File: config.mk
export PLATFORM = sky130hd
export DESIGN_NAME = ait_front
export DESIGN_NICKNAME = d
export VERILOG_FILES = /design/src/hw/rtl/ait_pkg.sv /design/src/hw/rtl/ait_front.sv
export SDC_FILE = /design/constraint.sdc
export NUM_CORES = 1
export LEC_CHECK = 0
export ABC_AREA = 1
export BUFFER_PORTS_ARGS = -buffer_cell sky130_fd_sc_hd__buf_2
export CORE_MARGIN = 2
export CORE_UTILIZATION = 54
export DETAILED_ROUTE_END_ITERATION = 12
export GPL_TIMING_DRIVEN = 0
export PLACE_DENSITY_LB_ADDON = 0.25
export SLEW_MARGIN = 10
export SYNTH_ARGS = -nofsm -noshare
export SYNTH_HDL_FRONTEND = slang
export SYNTH_SLANG_ARGS = --single-unit
File: constraint.sdc
create_clock -name aclk -period 12.86 [get_ports aclk]
set_clock_uncertainty 0.15 [all_clocks]
set_input_delay 0.643 -clock aclk [delete_from_list [all_inputs] [get_ports aclk]]
set_output_delay 0.643 -clock aclk [all_outputs]
set_load 0.01 [all_outputs]
File: src/hw/rtl/ait_pkg.sv
// ----------------------------------------------------------------------------
// ait_pkg
// Shared types and constants for the archive index table.
// ----------------------------------------------------------------------------
`default_nettype none
package ait_pkg;
    localparam logic [7:0] MAGIC_HI = 8'h42;
    localparam logic [7:0] MAGIC_LO = 8'h41;
    localparam int RECORD_BYTES = 80;
    localparam int MIN_STREAM = 8;
    localparam int HEADER_BYTES = 4;

    localparam logic [2:0] ST_OK    = 3'd0;
    localparam logic [2:0] ST_SHORT = 3'd1;
    localparam logic [2:0] ST_MAGIC = 3'd2;
    localparam logic [2:0] ST_TRUNC = 3'd3;
    localparam logic [2:0] ST_FULL  = 3'd4;

    localparam logic OP_STREAM = 1'b0;
    localparam logic OP_LOOKUP = 1'b1;

    // word queued from front to back
    typedef struct packed {
        logic        is_lookup;
        logic        commit;
        logic        clear;
        logic        report;
        logic [2:0]  status;
        logic [31:0] id;
        logic [31:0] offset;
        logic [31:0] packed_sz;
        logic [31:0] plain_sz;
        logic [7:0]  codec;
        logic [31:0] alen;
    } cmd_t;
endpackage
`default_nettype wire

File: src/hw/rtl/ait_front.sv
// ----------------------------------------------------------------------------
// ait_front
// Stream parser: header, magic check, record staging and final status.
// Table fill level is tracked here so overflow status is known up front.
// ----------------------------------------------------------------------------
`default_nettype none
module ait_front #(
    parameter int MAX_ENTRIES = 64,
    parameter int CW = $clog2(MAX_ENTRIES + 1)
) (
    input  wire logic         aclk,
    input  wire logic         aresetn,
    input  wire logic         s_valid,
    output logic              s_ready,
    input  wire logic         s_opcode,
    input  wire logic [7:0]   s_data_byte,
    input  wire logic         s_last_byte,
    input  wire logic [31:0]  s_lookup_id,
    input  wire logic [31:0]  s_archive_length,
    output logic              q_valid,
    input  wire logic         q_ready,
    output ait_pkg::cmd_t     q_cmd
);
    logic [3:0]  hdr_reg;
    logic [15:0] decl_reg;
    logic [15:0] done_reg;
    logic [6:0]  pos_reg;
    logic [63:0] st0_reg, st1_reg;
    logic [7:0]  st2_reg;
    logic        magic_bad_reg, full_reg;
    logic [CW-1:0] fill_reg;

    ait_pkg::cmd_t cmd;
    logic [3:0]  hdr_next;
    logic [15:0] decl_next, done_next;
    logic [6:0]  pos_next;
    logic [63:0] st0_next, st1_next;
    logic [7:0]  st2_next;
    logic        bad_next, full_next;
    logic [CW-1:0] fill_next;
    logic        take;

    assign s_ready = !q_valid || q_ready;
    assign take = s_valid && s_ready;

    always_comb begin
        cmd = '0;
        cmd.is_lookup = (s_opcode == ait_pkg::OP_LOOKUP);
        cmd.id = s_lookup_id;
        cmd.alen = s_archive_length;
        hdr_next = hdr_reg; decl_next = decl_reg; done_next = done_reg;
        pos_next = pos_reg; st0_next = st0_reg; st1_next = st1_reg;
        st2_next = st2_reg; bad_next = magic_bad_reg; full_next = full_reg;
        fill_next = fill_reg;
        if (s_opcode == ait_pkg::OP_STREAM) begin
            if (hdr_reg < 4'(ait_pkg::MIN_STREAM)) hdr_next = hdr_reg + 4'd1;
            if (!magic_bad_reg) begin
                if (hdr_reg == 4'd0 && s_data_byte != ait_pkg::MAGIC_HI) begin
                    bad_next = 1'b1;
                end else if (hdr_reg == 4'd1 && s_data_byte != ait_pkg::MAGIC_LO) begin
                    bad_next = 1'b1;
                end else if (hdr_reg == 4'd2 || hdr_reg == 4'd3) begin
                    decl_next = {decl_reg[7:0], s_data_byte};
                end else begin
                    if (hdr_reg == 4'(ait_pkg::MIN_STREAM - 1)) begin
                        cmd.clear = 1'b1;
                        fill_next = '0;
                    end
                    if (hdr_reg >= 4'(ait_pkg::HEADER_BYTES) && done_reg < decl_reg) begin
                        if (pos_reg < 7'd8) st0_next = {st0_reg[55:0], s_data_byte};
                        else if (pos_reg < 7'd16) st1_next = {st1_reg[55:0], s_data_byte};
                        else if (pos_reg == 7'd16) st2_next = s_data_byte;
                        if (pos_reg == 7'(ait_pkg::RECORD_BYTES - 1)) begin
                            pos_next = '0;
                            done_next = done_reg + 16'd1;
                            if (fill_next < CW'(MAX_ENTRIES)) begin
                                cmd.commit = 1'b1;
                                fill_next = fill_next + CW'(1);
                            end else begin
                                full_next = 1'b1;
                            end
                        end else begin
                            pos_next = pos_reg + 7'd1;
                        end
                    end
                end
            end
            cmd.id = st0_next[63:32];
            cmd.offset = st0_next[31:0];
            cmd.packed_sz = st1_next[63:32];
            cmd.plain_sz = st1_next[31:0];
            cmd.codec = st2_next;
            if (s_last_byte) begin
                cmd.report = 1'b1;
                if (hdr_next < 4'(ait_pkg::MIN_STREAM)) cmd.status = ait_pkg::ST_SHORT;
                else if (bad_next) cmd.status = ait_pkg::ST_MAGIC;
                else if (done_next < decl_next) cmd.status = ait_pkg::ST_TRUNC;
                else if (full_next) cmd.status = ait_pkg::ST_FULL;
                else cmd.status = ait_pkg::ST_OK;
                hdr_next = '0; decl_next = '0; done_next = '0; pos_next = '0;
                st0_next = '0; st1_next = '0; st2_next = '0;
                bad_next = 1'b0; full_next = 1'b0;
            end
        end
    end

    always_ff @(posedge aclk) begin
        if (!aresetn) begin
            q_valid <= 1'b0;
            hdr_reg <= '0; decl_reg <= '0; done_reg <= '0; pos_reg <= '0;
            st0_reg <= '0; st1_reg <= '0; st2_reg <= '0;
            magic_bad_reg <= 1'b0; full_reg <= 1'b0; fill_reg <= '0;
        end else begin
            if (take) begin
                q_valid <= 1'b1;
                q_cmd <= cmd;
                hdr_reg <= hdr_next; decl_reg <= decl_next; done_reg <= done_next;
                pos_reg <= pos_next; st0_reg <= st0_next; st1_reg <= st1_next;
                st2_reg <= st2_next; magic_bad_reg <= bad_next;
                full_reg <= full_next; fill_reg <= fill_next;
            end else if (q_ready) begin
                q_valid <= 1'b0;
            end
        end
    end
endmodule
`default_nettype wire

==> impl_results.md <==
- Final Net Count: between 2000 and 2500
- Global Route met3 Usage: between 3 and 4%
- Maximum operating frequency: ~240 MHz
- Average vias per placed instance: ~5.3
- Max transition margin: about 28%
- Critical Path Most Common Cell: sky130_fd_sc_hd__nor2_1
- Worst IR Drop VDD: between 0.07 and 0.08 mV
- Cell type with the highest aggregate area in the netlist: sky130_fd_sc_hd__edfxtp_1
- Final antenna diode count: 0
- Sequential fraction of the synthesis area: a little under three fifths
- Distinct cells, synth: 48
- Overall via count from detail_route: ~13000
- Full die area: 0.0315 mm^2
- Utilization after layout: between 60% and 70%
- Number of iterations in the first detailed-routing pass: 5
- Maximum number of pins on one net before global-route repair: 35
- Clock root buffer master: sky130_fd_sc_hd__clkbuf_16
- Delay of the slowest cell on the worst path: 590 ps
- Post-cts repair resize count: 0
- Gate Count Post-Synth: 1814
- Die Ht: about 180 um
- Antenna violations before repair: 0
- Ratio of cells with drive above 1 in the final layout: 17.1%
- LEAKAGE: 8.15 nW
- Number of buffers added to fix hold violations after cts: 0
- Register clock-pin slew on the reported worst setup and hold paths: roughly 60 ps
- Global-route wire length before repair: about 65000 um
- Path type of the worst min-delay path: input pin to register
- Total clock buffers created by CTS: 38
- H-Tree Level Count: 2
- Final Hold Fails: 0
- Largest delay contributor family on the critical path: simple AND/OR/NAND/NOR gates
- CP arrival: ~4300 ps
- Final critical path time including I/O delays and setup: 4170 ps
- Fraction of synthesized cell area taken by the top area cell type: approximately a third
- Global-route met2 utilization: approximately 43%
- CP max-delay cell: sky130_fd_sc_hd__a2111oi_0
- CP Launch Type: register
- Final Max Tran Viols: 0
- Signed area change from the synthesized netlist to the final layout: 19.5%
- Worst-skew pair later-pin latency: around 540 ps
- Yosys warns: 0
- CTS tree: done
- Share of synthesized flip-flops with an asynchronous set or reset: 0%
- Power density normalized to cell area: roughly 130 mW/mm^2
- Run status: finished clean
- Netlist area before placement: about 0.016 mm^2
- Crit path buf inv count: 3
- GR met1 Demand/Resource: roughly a third
- Syn_nets: 1930
- Input/output buffers: 254
- Die width: roughly 180 um
- GRT Util Overall: around a quarter
- Number of global-route vias before repair: approximately 13000
- Global route overflow: 0
- Initial DRC Count: 1360
- Grt peak-use layer: met2
- Final number of setup-violating endpoints: 0
- Area contributors post-synth: sky130_fd_sc_hd__edfxtp_1 32%, sky130_fd_sc_hd__dfxtp_1 23%, sky130_fd_sc_hd__nand2_1 7.1%
- Setup Buffers After CTS: 0
- Critical Path RT: around 13000 ps
- Largest fanout on the critical path: 6
- Main flop type after synthesis: sky130_fd_sc_hd__dfxtp_1
- Gp weighted congestion: approximately 0.89
- Fill cell count: approximately 2400
- Area of the placeable core: between 0.02 and 0.03 mm^2
- Total design power: 0.00248 W
- Maximum count of clock buffers along a single path: 3
- TritonCTS Sinks: between 300 and 400
- Flip-flop count of the largest register after layout: ~180
- Unrepaired setup endpoints after global routing: no
- Start-to-end type of the worst setup path: register to register
- DR WL/cell: around 16 um
- HPWL after DPL: 30500 um
- Syn Area/Cell: between 8 and 9 um^2
- Drt total wl: 41500 um
- EDFF count, synth: roughly 180
- Detail Route Antenna Nets: 0
- # rows: 63
- Initial cell density of the core: 54.9%
- Max_cap viols: 0
- Total of flip-flops plus latches after synthesis: between 300 and 400
- DRC errors left: 0
- Slew at the pin with the worst max-slew slack: 1080 ps
- I/O pin total: between 200 and 300
- Capturing element type of the critical path: register
- Critical path cell sequence: inv_1 -> ha_1 -> nor2_1 -> nor2_1 -> a21oi_2 -> nand2_2 -> nor2_4 -> nand3_4 -> clkinv_2 -> nand4_4 -> nor2_4 -> nand4_2 -> xor2_1 -> inv_2 -> ha_1 -> nand4_1 -> a31oi_1 -> a2111oi_0 -> nand2_1 -> nand2_1 -> nor2_1
- Share of the cycle needed by the critical path after routing: 32.4%
- Setup tns final: 0 ps
==> final cells by class <==
class                      count  area [um^2]  share of cell area (%)
sequential                   364         9040                    46.5
multi-input combinational   1120         5930                    30.5
timing repair buffer         260         1410                    7.23
clock buffer                  56         1130                    5.83
inverter                     231          868                    4.46
tap                          390          488                    2.51
buffer                        99          442                    2.27
clock inverter                14          143                   0.733
==> placed cells by master, fill, tap and decap left out, types with 4 or more instances in the layout <==
cell type and n:
sky130_fd_sc_hd__nand2_1 309, sky130_fd_sc_hd__buf_2 262, sky130_fd_sc_hd__nor2_1 232, sky130_fd_sc_hd__inv_1 224, sky130_fd_sc_hd__dfxtp_1 189, sky130_fd_sc_hd__edfxtp_1 175, sky130_fd_sc_hd__o21ai_0 128, sky130_fd_sc_hd__a21oi_1 115
sky130_fd_sc_hd__clkbuf_1 89, sky130_fd_sc_hd__o22ai_1 79, sky130_fd_sc_hd__mux2i_1 64, sky130_fd_sc_hd__or2_1 61, sky130_fd_sc_hd__clkbuf_16 41, sky130_fd_sc_hd__ha_1 38, sky130_fd_sc_hd__nor3_1 15, sky130_fd_sc_hd__nand3_1 14
sky130_fd_sc_hd__xor2_1 11, sky130_fd_sc_hd__buf_6 8, sky130_fd_sc_hd__a211oi_1 6, sky130_fd_sc_hd__inv_2 5, sky130_fd_sc_hd__nor2_4 5, sky130_fd_sc_hd__nand4_1 5, sky130_fd_sc_hd__clkinv_1 5, sky130_fd_sc_hd__or2_2 5
sky130_fd_sc_hd__clkbuf_8 5, sky130_fd_sc_hd__nand2_2 4, sky130_fd_sc_hd__clkinv_2 4, sky130_fd_sc_hd__buf_12 4
==> power by group <==
group | switching [W] | total [W] | internal, W
sequential | 0.00000600 | 0.00124 | 0.00124
clock | 0.000452 | 0.00111 | 0.000657
combinational | 0.0000888 | 0.000126 | 0.0000377
total | 0.000546 | 0.00248 | 0.00193
==> kinds of logic (layout without fill, tap and decap cells) <==
family	after synthesis	after routing	share of synthesized area (%)
AO/OA/AOI/OAI	340	340	11.4
XOR/XNOR	13	13	0.700
adder cells (fa/ha/maj)	38	38	2.92
buffers and inverters	330	660	8.05
flip-flops	364	364	55.5
multiplexers	64	64	3.94
AND/OR/NAND/NOR	665	665	17.4
==> stage by stage <==
step | instance area, um^2 | hold WS [ps] | cells | setup WS (ps)
after floorplan | 16300 | 276 | 1814 | 3610
after global placement | 18000 | 292 | 2458 | 446
after detailed placement | 18200 | 305 | 2464 | 8410
after CTS | 19400 | 123 | 2534 | 8700
after global routing | 19400 | 122 | 2534 | 8450
final | 19400 | 146 | 2534 | 8690
==> worst reg2reg max path, cell delays in order, from the launching register on <==
cell	delay [ps]
sky130_fd_sc_hd__dfxtp_1	410
sky130_fd_sc_hd__inv_1	110
sky130_fd_sc_hd__ha_1	210
sky130_fd_sc_hd__nor2_1	140
sky130_fd_sc_hd__nor2_1	100
sky130_fd_sc_hd__a21oi_2	180
sky130_fd_sc_hd__nand2_2	160
sky130_fd_sc_hd__nor2_4	150
sky130_fd_sc_hd__nand3_4	130
sky130_fd_sc_hd__clkinv_2	130
sky130_fd_sc_hd__nand4_4	130
sky130_fd_sc_hd__nor2_4	160
sky130_fd_sc_hd__nand4_2	120
sky130_fd_sc_hd__xor2_1	190
sky130_fd_sc_hd__inv_2	60
sky130_fd_sc_hd__ha_1	330
sky130_fd_sc_hd__nand4_1	120
sky130_fd_sc_hd__a31oi_1	80
sky130_fd_sc_hd__a2111oi_0	590
sky130_fd_sc_hd__nand2_1	150
sky130_fd_sc_hd__nand2_1	90
sky130_fd_sc_hd__nor2_1	50
==> cell usage after synthesis (all sizes together), types with 19 or more instances <==
master,count
clkbuf,80
buf,19
o21ai,130
or2,67
dfxtp,189
o22ai,79
mux2i,64
inv,229
edfxtp,175
nor2,239
ha,38
nand2,313
a21oi,118
==> layer usage <==
metal	vias up	routed length, um
li1	6580	-
met1	6337	18000
met2	460	19900
met3	79	2550
met4	0	1080
met5	-	0
==> final timing paths <==
path	startpoint	endpoint	slack [ps]	cells past startpoint
worst max-delay path	hdr_reg[0]	q_cmd[170]	8690	21
worst min-delay path	s_archive_length[3]	q_cmd[3]	150	1
worst max register to register	hdr_reg[0]	q_cmd[170]	8690	21
worst min register to register	st0_reg[62]	st0_reg[62]	320	2
Power figures use the tool's default switching activity.
